$ cat src/design/lpr_pkg.sv
`default_nettype none

package lpr_pkg;

  // Fixed field widths of the ports
  localparam int PageNumW  = 20;
  localparam int FrameIdxW = 3;
  localparam int TotalW    = 32;
  localparam int CfgW      = 4;

  // Defaults for the top-level parameters
  localparam int MaxFramesDef = 8;
  localparam int PageBitsDef  = 20;

  // Depth of the queue between front and back
  localparam int QueueDepth = 2;

  // One page reference as it travels from front to back
  typedef struct packed {
    logic [PageNumW-1:0] page;
    logic                wr;
    logic                last;
  } ref_t;

  // Back-end sequencer states
  typedef enum logic [1:0] {
    BackIdle,
    BackScan,
    BackCommit
  } back_state_e;

  // One result beat
  typedef struct packed {
    logic                 page_fault;
    logic                 write_back;
    logic [FrameIdxW-1:0] frame_index;
    logic [PageNumW-1:0]  evicted_page;
    logic                 evicted_valid;
    logic [TotalW-1:0]    fault_total;
    logic [TotalW-1:0]    writeback_total;
    logic                 is_last;
  } result_t;

endpackage

`default_nettype wire

$ cat src/design/lpr_front.sv
`default_nettype none

module lpr_front (
  input  wire                          clk_i,
  input  wire                          rst_ni,
  input  wire                          in_valid_i,
  output logic                         in_stall_o,
  input  wire  [lpr_pkg::PageNumW-1:0] page_number_i,
  input  wire                          is_write_i,
  input  wire                          last_reference_i,
  output logic                         head_valid_o,
  output lpr_pkg::ref_t                head_o,
  input  wire                          pop_i
);
  import lpr_pkg::*;

  localparam int PtrW = (QueueDepth > 1) ? $clog2(QueueDepth) : 1;
  localparam int CntW = $clog2(QueueDepth + 1);

  ref_t            entries_q [QueueDepth];
  logic [PtrW-1:0] wr_ptr_q, wr_ptr_d;
  logic [PtrW-1:0] rd_ptr_q, rd_ptr_d;
  logic [CntW-1:0] count_q, count_d;
  logic            push;
  logic            pop;

  // Stall while the queue is full
  assign in_stall_o   = (count_q == CntW'(QueueDepth));
  assign push         = in_valid_i && !in_stall_o;
  assign head_valid_o = (count_q != '0);
  assign pop          = pop_i && head_valid_o;
  assign head_o       = entries_q[rd_ptr_q];

  // Advance pointers and occupancy
  always_comb begin
    wr_ptr_d = wr_ptr_q;
    rd_ptr_d = rd_ptr_q;
    count_d  = count_q;
    if (push) begin
      wr_ptr_d = (wr_ptr_q == PtrW'(QueueDepth - 1)) ? '0 : wr_ptr_q + PtrW'(1);
    end
    if (pop) begin
      rd_ptr_d = (rd_ptr_q == PtrW'(QueueDepth - 1)) ? '0 : rd_ptr_q + PtrW'(1);
    end
    unique case ({push, pop})
      2'b10:   count_d = count_q + CntW'(1);
      2'b01:   count_d = count_q - CntW'(1);
      default: count_d = count_q;
    endcase
  end

  always_ff @(posedge clk_i or negedge rst_ni) begin
    if (!rst_ni) begin
      wr_ptr_q <= '0;
      rd_ptr_q <= '0;
      count_q  <= '0;
    end else begin
      wr_ptr_q <= wr_ptr_d;
      rd_ptr_q <= rd_ptr_d;
      count_q  <= count_d;
    end
  end

  // Store the incoming beat
  always_ff @(posedge clk_i) begin
    if (push) begin
      entries_q[wr_ptr_q] <= '{page: page_number_i, wr: is_write_i, last: last_reference_i};
    end
  end

endmodule

`default_nettype wire

$ cat src/design/lpr_back.sv
`default_nettype none

module lpr_back #(
  parameter int MAX_FRAMES = lpr_pkg::MaxFramesDef,
  parameter int PAGE_BITS  = lpr_pkg::PageBitsDef
) (
  input  wire                                 clk_i,
  input  wire                                 rst_ni,
  input  wire  [$clog2(MAX_FRAMES + 1)-1:0]   frames_i,
  input  wire                                 head_valid_i,
  input  wire  lpr_pkg::ref_t                 head_i,
  output logic                                pop_o,
  output logic                                out_valid_o,
  input  wire                                 out_stall_i,
  output lpr_pkg::result_t                    result_o
);
  import lpr_pkg::*;

  localparam int IdxW  = (MAX_FRAMES > 1) ? $clog2(MAX_FRAMES) : 1;
  localparam int CntW  = $clog2(MAX_FRAMES + 1);
  localparam int WideW = (PAGE_BITS > PageNumW) ? PAGE_BITS : PageNumW;
  localparam int FW    = (IdxW > FrameIdxW) ? IdxW : FrameIdxW;

  back_state_e state_q, state_d;

  // Frame table
  logic [PAGE_BITS-1:0] frame_page_q [MAX_FRAMES];
  logic [MAX_FRAMES-1:0] frame_valid_q;
  logic [MAX_FRAMES-1:0] frame_dirty_q;
  logic [IdxW-1:0]      frame_age_q [MAX_FRAMES];

  // Current reference
  logic [PAGE_BITS-1:0] page_q;
  logic                 wr_q;
  logic                 last_q;

  // Scan results
  logic [IdxW-1:0]      idx_q;
  logic                 hit_q, free_q;
  logic [IdxW-1:0]      hit_f_q, hit_age_q, free_f_q;
  logic [IdxW-1:0]      lru_f_q, lru_age_q;
  logic [PAGE_BITS-1:0] lru_page_q;
  logic                 lru_dirty_q;

  logic [TotalW-1:0]    faults_q, faults_d;
  logic [TotalW-1:0]    wbs_q, wbs_d;
  logic                 out_valid_q;
  result_t              result_q;

  logic                 scan_en, commit_en, scan_last;
  logic [PAGE_BITS-1:0] cur_page;
  logic                 cur_valid, cur_dirty;
  logic [IdxW-1:0]      cur_age;
  logic                 scan_hit, scan_free, scan_lru;
  logic                 fill, evict;
  logic [IdxW-1:0]      f_sel, limit;
  logic [WideW-1:0]     in_wide, ev_wide;
  logic [FW-1:0]        f_wide;

  // Sequencer: take a beat, scan the active frames, commit
  always_comb begin
    state_d   = state_q;
    pop_o     = 1'b0;
    scan_en   = 1'b0;
    commit_en = 1'b0;
    unique case (state_q)
      BackIdle: begin
        if (head_valid_i) begin
          pop_o   = 1'b1;
          state_d = BackScan;
        end
      end
      BackScan: begin
        scan_en = 1'b1;
        if (scan_last) state_d = BackCommit;
      end
      BackCommit: begin
        if (!out_valid_q || !out_stall_i) begin
          commit_en = 1'b1;
          state_d   = BackIdle;
        end
      end
      default: state_d = BackIdle;
    endcase
  end

  always_ff @(posedge clk_i or negedge rst_ni) begin
    if (!rst_ni) begin
      state_q <= BackIdle;
    end else begin
      state_q <= state_d;
    end
  end

  // Frame under inspection this cycle
  assign cur_page  = frame_page_q[idx_q];
  assign cur_valid = frame_valid_q[idx_q];
  assign cur_dirty = frame_dirty_q[idx_q];
  assign cur_age   = frame_age_q[idx_q];
  assign scan_last = ((CntW'(idx_q) + CntW'(1)) == frames_i);
  assign scan_hit  = cur_valid && !hit_q && (cur_page == page_q);
  assign scan_free = !cur_valid && !free_q;
  assign scan_lru  = (idx_q == '0) || (cur_age > lru_age_q);

  assign in_wide = WideW'(head_i.page);

  // Scan control
  always_ff @(posedge clk_i or negedge rst_ni) begin
    if (!rst_ni) begin
      idx_q  <= '0;
      hit_q  <= 1'b0;
      free_q <= 1'b0;
    end else if (pop_o) begin
      idx_q  <= '0;
      hit_q  <= 1'b0;
      free_q <= 1'b0;
    end else if (scan_en) begin
      idx_q <= idx_q + IdxW'(1);
      if (scan_hit)  hit_q  <= 1'b1;
      if (scan_free) free_q <= 1'b1;
    end
  end

  // Latch the reference and the candidates found by the scan
  always_ff @(posedge clk_i) begin
    if (pop_o) begin
      page_q <= in_wide[PAGE_BITS-1:0];
      wr_q   <= head_i.wr;
      last_q <= head_i.last;
    end
    if (scan_en) begin
      if (scan_hit) begin
        hit_f_q   <= idx_q;
        hit_age_q <= cur_age;
      end
      if (scan_free) free_f_q <= idx_q;
      if (scan_lru) begin
        lru_f_q     <= idx_q;
        lru_age_q   <= cur_age;
        lru_page_q  <= cur_page;
        lru_dirty_q <= cur_dirty;
      end
    end
  end

  // Choose the frame and the recency limit
  assign fill  = !hit_q && free_q;
  assign evict = !hit_q && !free_q;
  assign f_sel = hit_q ? hit_f_q : (free_q ? free_f_q : lru_f_q);
  assign limit = hit_q ? hit_age_q : lru_age_q;

  // Saturating totals
  always_comb begin
    faults_d = faults_q;
    wbs_d    = wbs_q;
    if (!hit_q && (faults_q != '1)) faults_d = faults_q + TotalW'(1);
    if (evict && lru_dirty_q && (wbs_q != '1)) wbs_d = wbs_q + TotalW'(1);
  end

  // Update recency, valid and dirty marks
  always_ff @(posedge clk_i or negedge rst_ni) begin
    if (!rst_ni) begin
      frame_valid_q <= '0;
      frame_dirty_q <= '0;
      for (int j = 0; j < MAX_FRAMES; j++) frame_age_q[j] <= '0;
    end else if (commit_en) begin
      for (int j = 0; j < MAX_FRAMES; j++) begin
        if ((IdxW'(j) != f_sel) && frame_valid_q[j] && (fill || (frame_age_q[j] < limit))) begin
          frame_age_q[j] <= frame_age_q[j] + IdxW'(1);
        end
      end
      frame_age_q[f_sel] <= '0;
      if (hit_q) begin
        if (wr_q) frame_dirty_q[f_sel] <= 1'b1;
      end else begin
        frame_valid_q[f_sel] <= 1'b1;
        frame_dirty_q[f_sel] <= wr_q;
      end
    end
  end

  // Write the new page into its frame
  always_ff @(posedge clk_i) begin
    if (commit_en && !hit_q) frame_page_q[f_sel] <= page_q;
  end

  assign ev_wide = WideW'(lru_page_q);
  assign f_wide  = FW'(f_sel);

  // Totals and output flag
  always_ff @(posedge clk_i or negedge rst_ni) begin
    if (!rst_ni) begin
      faults_q    <= '0;
      wbs_q       <= '0;
      out_valid_q <= 1'b0;
    end else if (commit_en) begin
      faults_q    <= faults_d;
      wbs_q       <= wbs_d;
      out_valid_q <= 1'b1;
    end else if (!out_stall_i) begin
      out_valid_q <= 1'b0;
    end
  end

  // Result beat
  always_ff @(posedge clk_i) begin
    if (commit_en) begin
      result_q.page_fault      <= !hit_q;
      result_q.write_back      <= evict && lru_dirty_q;
      result_q.frame_index     <= f_wide[FrameIdxW-1:0];
      result_q.evicted_page    <= evict ? ev_wide[PageNumW-1:0] : '0;
      result_q.evicted_valid   <= evict;
      result_q.fault_total     <= faults_d;
      result_q.writeback_total <= wbs_d;
      result_q.is_last         <= last_q;
    end
  end

  assign out_valid_o = out_valid_q;
  assign result_o    = result_q;

endmodule

`default_nettype wire

$ cat src/design/lru_page_replacement.sv
// Fully associative LRU page-frame replacement.
// The back end handles one reference at a time: it scans the frame table
// one frame per cycle, then commits, and takes the next reference only
// once the commit is done; the commit waits while a pending result is stalled.
// A two-entry queue takes new references while the back end is busy.
// Reset (asynchronous, active low) empties the frames, clears totals and sets
// the active frame count to MAX_FRAMES; stored page numbers are left as is.
`default_nettype none

module lru_page_replacement #(
  parameter int MAX_FRAMES = lpr_pkg::MaxFramesDef,
  parameter int PAGE_BITS  = lpr_pkg::PageBitsDef
) (
  input  wire                          clk_i,
  input  wire                          rst_ni,
  input  wire                          cfg_valid_i,
  output logic                         cfg_ready_o,
  input  wire  [lpr_pkg::CfgW-1:0]     cfg_data_i,
  input  wire                          in_valid_i,
  output logic                         in_stall_o,
  input  wire  [lpr_pkg::PageNumW-1:0] page_number_i,
  input  wire                          is_write_i,
  input  wire                          last_reference_i,
  output logic                         out_valid_o,
  input  wire                          out_stall_i,
  output logic                         page_fault_o,
  output logic                         write_back_o,
  output logic [lpr_pkg::FrameIdxW-1:0] frame_index_o,
  output logic [lpr_pkg::PageNumW-1:0] evicted_page_o,
  output logic                         evicted_valid_o,
  output logic [lpr_pkg::TotalW-1:0]   fault_total_o,
  output logic [lpr_pkg::TotalW-1:0]   writeback_total_o,
  output logic                         is_last_o
);
  import lpr_pkg::*;

  localparam int CntW = $clog2(MAX_FRAMES + 1);

  logic [CntW-1:0] frames_q, frames_d;
  logic            head_valid;
  ref_t            head;
  logic            pop;
  result_t         result;

  // Active frame count, clamped to one through MAX_FRAMES on write
  assign cfg_ready_o = 1'b1;

  always_comb begin
    frames_d = frames_q;
    if (cfg_valid_i && cfg_ready_o) begin
      if (cfg_data_i == '0) begin
        frames_d = CntW'(1);
      end else if (int'(cfg_data_i) > MAX_FRAMES) begin
        frames_d = CntW'(MAX_FRAMES);
      end else begin
        frames_d = CntW'(cfg_data_i);
      end
    end
  end

  always_ff @(posedge clk_i or negedge rst_ni) begin
    if (!rst_ni) begin
      frames_q <= CntW'(MAX_FRAMES);
    end else begin
      frames_q <= frames_d;
    end
  end

  lpr_front u_front (
    .clk_i            (clk_i),
    .rst_ni           (rst_ni),
    .in_valid_i       (in_valid_i),
    .in_stall_o       (in_stall_o),
    .page_number_i    (page_number_i),
    .is_write_i       (is_write_i),
    .last_reference_i (last_reference_i),
    .head_valid_o     (head_valid),
    .head_o           (head),
    .pop_i            (pop)
  );

  lpr_back #(
    .MAX_FRAMES (MAX_FRAMES),
    .PAGE_BITS  (PAGE_BITS)
  ) u_back (
    .clk_i        (clk_i),
    .rst_ni       (rst_ni),
    .frames_i     (frames_q),
    .head_valid_i (head_valid),
    .head_i       (head),
    .pop_o        (pop),
    .out_valid_o  (out_valid_o),
    .out_stall_i  (out_stall_i),
    .result_o     (result)
  );

  assign page_fault_o      = result.page_fault;
  assign write_back_o      = result.write_back;
  assign frame_index_o     = result.frame_index;
  assign evicted_page_o    = result.evicted_page;
  assign evicted_valid_o   = result.evicted_valid;
  assign fault_total_o     = result.fault_total;
  assign writeback_total_o = result.writeback_total;
  assign is_last_o         = result.is_last;

  // A hit neither evicts nor writes back
  assert property (@(posedge clk_i) disable iff (!rst_ni)
    (out_valid_o && !page_fault_o) |-> (!write_back_o && !evicted_valid_o))
    else $error("hit reported an eviction or writeback");

  // A writeback only comes with an eviction
  assert property (@(posedge clk_i) disable iff (!rst_ni)
    (out_valid_o && write_back_o) |-> evicted_valid_o)
    else $error("writeback without eviction");

  // A fault beat always carries a non-zero fault total
  assert property (@(posedge clk_i) disable iff (!rst_ni)
    (out_valid_o && page_fault_o) |-> (fault_total_o != '0))
    else $error("fault with zero fault total");

  // A hit straight after a taken beat leaves the fault total unchanged
  assert property (@(posedge clk_i) disable iff (!rst_ni)
    ((out_valid_o && !out_stall_i) ##1 (out_valid_o && !page_fault_o))
      |-> (fault_total_o == $past(fault_total_o)))
    else $error("fault total moved on a hit");

endmodule

`default_nettype wire

$ cat config.mk
export PLATFORM = sky130hd
export DESIGN_NAME = lru_page_replacement
export DESIGN_NICKNAME = d
export VERILOG_FILES = /design/src/design/lpr_pkg.sv /design/src/design/lpr_front.sv /design/src/design/lpr_back.sv /design/src/design/lru_page_replacement.sv
export SDC_FILE = /design/constraint.sdc
export NUM_CORES = 1
export LEC_CHECK = 0
export BUFFER_PORTS_ARGS = -buffer_cell sky130_fd_sc_hd__buf_4
export CAP_MARGIN = 20
export CELL_PAD_IN_SITES_DETAIL_PLACEMENT = 0
export CELL_PAD_IN_SITES_GLOBAL_PLACEMENT = 1
export CORE_ASPECT_RATIO = 1.1
export CORE_MARGIN = 2
export CORE_UTILIZATION = 40
export CTS_CLUSTER_DIAMETER = 40
export DETAILED_ROUTE_END_ITERATION = 6
export PLACE_DENSITY = 0.62
export SLEW_MARGIN = 10
export SYNTH_ARGS = -nofsm -noshare
export SYNTH_HDL_FRONTEND = slang
export SYNTH_SLANG_ARGS = --single-unit
$ cat constraint.sdc
create_clock -name clk_i -period 6.1 [get_ports clk_i]
set_clock_uncertainty 0.15 [all_clocks]
set_input_delay 0.61 -clock clk_i [delete_from_list [all_inputs] [get_ports clk_i]]
set_output_delay 0.61 -clock clk_i [all_outputs]
set_load 0.02 [all_outputs]
==> qor.txt <==
P per Cell Area = 444 mW/mm2
Clock Path Buffers = 3
FF-to-FF path depth = 6
area delta synth->final = 20.4%
Synth cell types = 55
post-cts resize count = 0
grt ovf = 0
dpl hpwl = 26.1 mm
sw frac = 28.6%
clk slew on worst S/H paths = 0.06 ns
clock power share = 36.6%
placeable core area = 0.0489 mm2
Chip Width = 216 um
1st-pass router iterations = 4
initial antenna violation count = 0
post-placement cell area = 0.0215 mm2
CTS Buf Count = 67
die height = 237 um
delay-heaviest family, CP = simple AND/OR/NAND/NOR gates
CP Cell Sequence = mux4_2 > mux2_2 > xor2_1 > nor4_2 > nand3_1 > nor4_2
R2R Setup Slk = 2.23 ns
Final Max Tran Viols = 0
worst flop-to-flop path startpoint = u_back.idx_q[0]
Critical Path End Type = register
reg2reg end = u_back.hit_f_q[0]
worst hold endpoint = u_front.entries_q[1][2]
Layout Nets = 1541
Setup violations, final = 0
Antenna Nets Post-Route = 0
Initial DRC Count = 734
worst-margin pin slew = 1.05 ns
Clk Latency, worst-skew pair = 0.58 ns
max-cap violation count = 0
largest cells by area after synthesis = edfxtp_1 54%, dfrtp_1 15%, mux4_2 5.7%
Syn. warnings = 0
period utilization = 63.5%
Synth top area share = 53.6%
internal power = 0.00756 W
Final TNS setup = 0 ns
WL final = 41.5 mm
synthesized area = 0.0198 mm2
number of enable flip-flop cells after synthesis = 353
WS Path Type = register to register
Peak Freq = 0.258 GHz
Post-Synthesis Net Count = 1375
Final GP Congestion = 0.775
GRT busiest layer = met2
relative slew slack = 28.0%
status = completed
GRT Overall Usage = 16.7%
CTS Root Cell = clkbuf_16
Ports = 125
RSZ-0062 raised after global routing = false
H-tree Lvls = 3
synth cell count leaders = 353 x edfxtp_1, 146 x nand2_1, 119 x dfrtp_1
CP most frequent cell = nor4_2
max incr delay on CP = 0.90 ns
WL per Instance = 19.0 um
Post-Synthesis Cells = 1312
hold crit path type = input pin to register
largest net degree at the start of global routing = 68
Cell Rows = 85
#FFs+latches synth = 473
drt drc = 0
syn avg cell area = 15.1 um2
Comb pwr share = 19.4%
routing usage on met1 = 22.2%
Net Switching = 0.00303 W
global-route wire length before repair = 65.5 mm
GR Util met3 = 2.85%
Buf+Inv Stages, Crit Path = 0
Sink Count = 473
critical path's slowest cell = dfrtp_4
CP arrival = 3.93 ns
top-count cell post-synth = edfxtp_1
CP Max Fanout = 36
Yosys top cell by area = edfxtp_1
initial cell density of the core = 40.5%
predominant post-synthesis flop cell = edfxtp_1
ys async rst share = 25.4%
CTS tree = done
CP startpoint kind = register
Seq/Total Area, Yosys = 68.7%
min-delay src = page_number_i[0]
peak supply drop = 376 uV
PortBufs = 123
vias in the first global route = 11194
Critical Path RT = 6.16 ns
Min Clock Period, post-route = 3.87 ns
Vias/cell = 4.99
Via Count = 10884
die area = 0.0513 mm2
share of cells above drive strength 1 = 23.4%
grt met2 use = 27.8%
sequential power share = 43.9%
Hold Vio Cnt, Final = 0
design area = 0.0238 mm2
worst hold path depth = 1
P_leak = 8.84 nW
-- worst max path at each step --
stage,end,slack [ns],depth (start not counted),from
6_report,u_back.hit_f_q[0],2.23,6,u_back.idx_q[0]
3_3_place_gp,u_back.hit_age_q[1],2.19,6,u_back.idx_q[0]
5_1_grt,u_back.result_o[22],1.98,6,u_back.hit_q
2_1_floorplan,u_back.wbs_q[18],1.28,8,out_stall_i
4_1_cts,u_back.hit_f_q[0],2.16,6,u_back.idx_q[0]
3_5_place_dp,u_back.hit_age_q[1],2.15,6,u_back.idx_q[0]
-- state kept, by name (all words and copies together) (netlist names), 4 cells and up --
register / cells
u_back.frame_dirty_q: 8
frames_q: 4
u_back.page_q: 20
u_back.frame_valid_q: 8
u_back.wbs_q: 32
u_back.frame_page_q: 160
u_back.faults_q: 32
u_back.frame_age_q: 24
u_back.ev_wide: 20
u_back.result_o: 91
u_front.entries_q: 44
-- per-layer routing --
layer / wire length (um) / vias to the layer above
met4: 876 / 0
met2: 20500 / 215
met3: 1660 / 71
li1: - / 5167
met5: 0 / -
met1: 18500 / 5431
-- cells by family (layout without fill, tap and decap cells) --
logic type | Yosys count | count (layout) | synth area share, %
adders and majority gates | 32 | 32 | 2.02
other | 1 | 2 | 0.0189
xor gates and xnor gates | 161 | 161 | 7.12
buffers and inverters | 76 | 292 | 1.64
DFF | 473 | 473 | 68.7
and+or+nand+nor | 374 | 374 | 9.11
muxes | 97 | 97 | 8.33
AOI/OAI and AO/OA | 98 | 98 | 3.02
-- final cells by class --
type | instances | area (um2)
Clock inverter | 38 | 429
Fill cell | 4219 | 25100
Antenna cell | 1 | 2.50
Inverter | 32 | 124
Sequential cell | 473 | 13600
Clock buffer | 81 | 1840
Multi-Input combinational cell | 763 | 5920
Timing Repair Buffer | 141 | 1080
Tap cell | 652 | 816
-- placed cells by master, fill, tap and decap left out, types with 9 or more instances in the layout --
cell type  instances
mux2i_1           11
nand3_1           37
mux4_2            50
xor2_1            60
a21oi_1           17
ha_1              32
nor3_1            15
and3_1            16
o21ai_1           25
buf_4            138
o21ai_0           17
nand4_1           19
o21a_1            17
clkinv_1           9
edfxtp_1         353
nand2_1          146
xnor2_1          101
and2_1            26
or2_1              9
clkbuf_16         71
nor2_1            59
inv_1             25
dfrtp_1          117
mux2_2            32
-- worst reg2reg max path: cells and delay by family, from the launching register on --
family,cells,cell delay [ns]
DFF,1,0.90
muxes,2,0.92
xor gates and xnor gates,1,0.15
and+or+nand+nor,3,1.40
-- power by group through the flow --
stage / Sequential, W / Combinational [W] / Clock, W
global route: 0.00473 / 0.00228 / 0.00412
floorplan: 0.00447 / 0.00157 / 0
global placement: 0.00471 / 0.00205 / 0
finish: 0.00465 / 0.00206 / 0.00388
CTS: 0.00467 / 0.00209 / 0.00398
detailed placement: 0.00473 / 0.00208 / 0
-- per-stage QoR --
stage / total power [W] / utilization [%] / hold slack (ns) / setup WS, ns / std cells
final: 0.0106 / 48.7 / 0.0609 / 2.23 / 2181
after global routing: 0.0111 / 48.7 / 0.0304 / 1.98 / 2180
after CTS: 0.0107 / 48.7 / 0.0201 / 2.16 / 2179
after detailed placement: 0.00681 / 44.0 / 0.268 / 2.15 / 2059
after global placement: 0.00676 / 44.0 / 0.257 / 2.19 / 2058
after floorplan: 0.00604 / - / 0.164 / 1.28 / 1312
-- timing repair --
action	4_1_cts	5_1_grt
hold buffers	1	0
hold endpoints to repair	14	0
buffers inserted	0	0
Power figures use the tool's default switching activity.
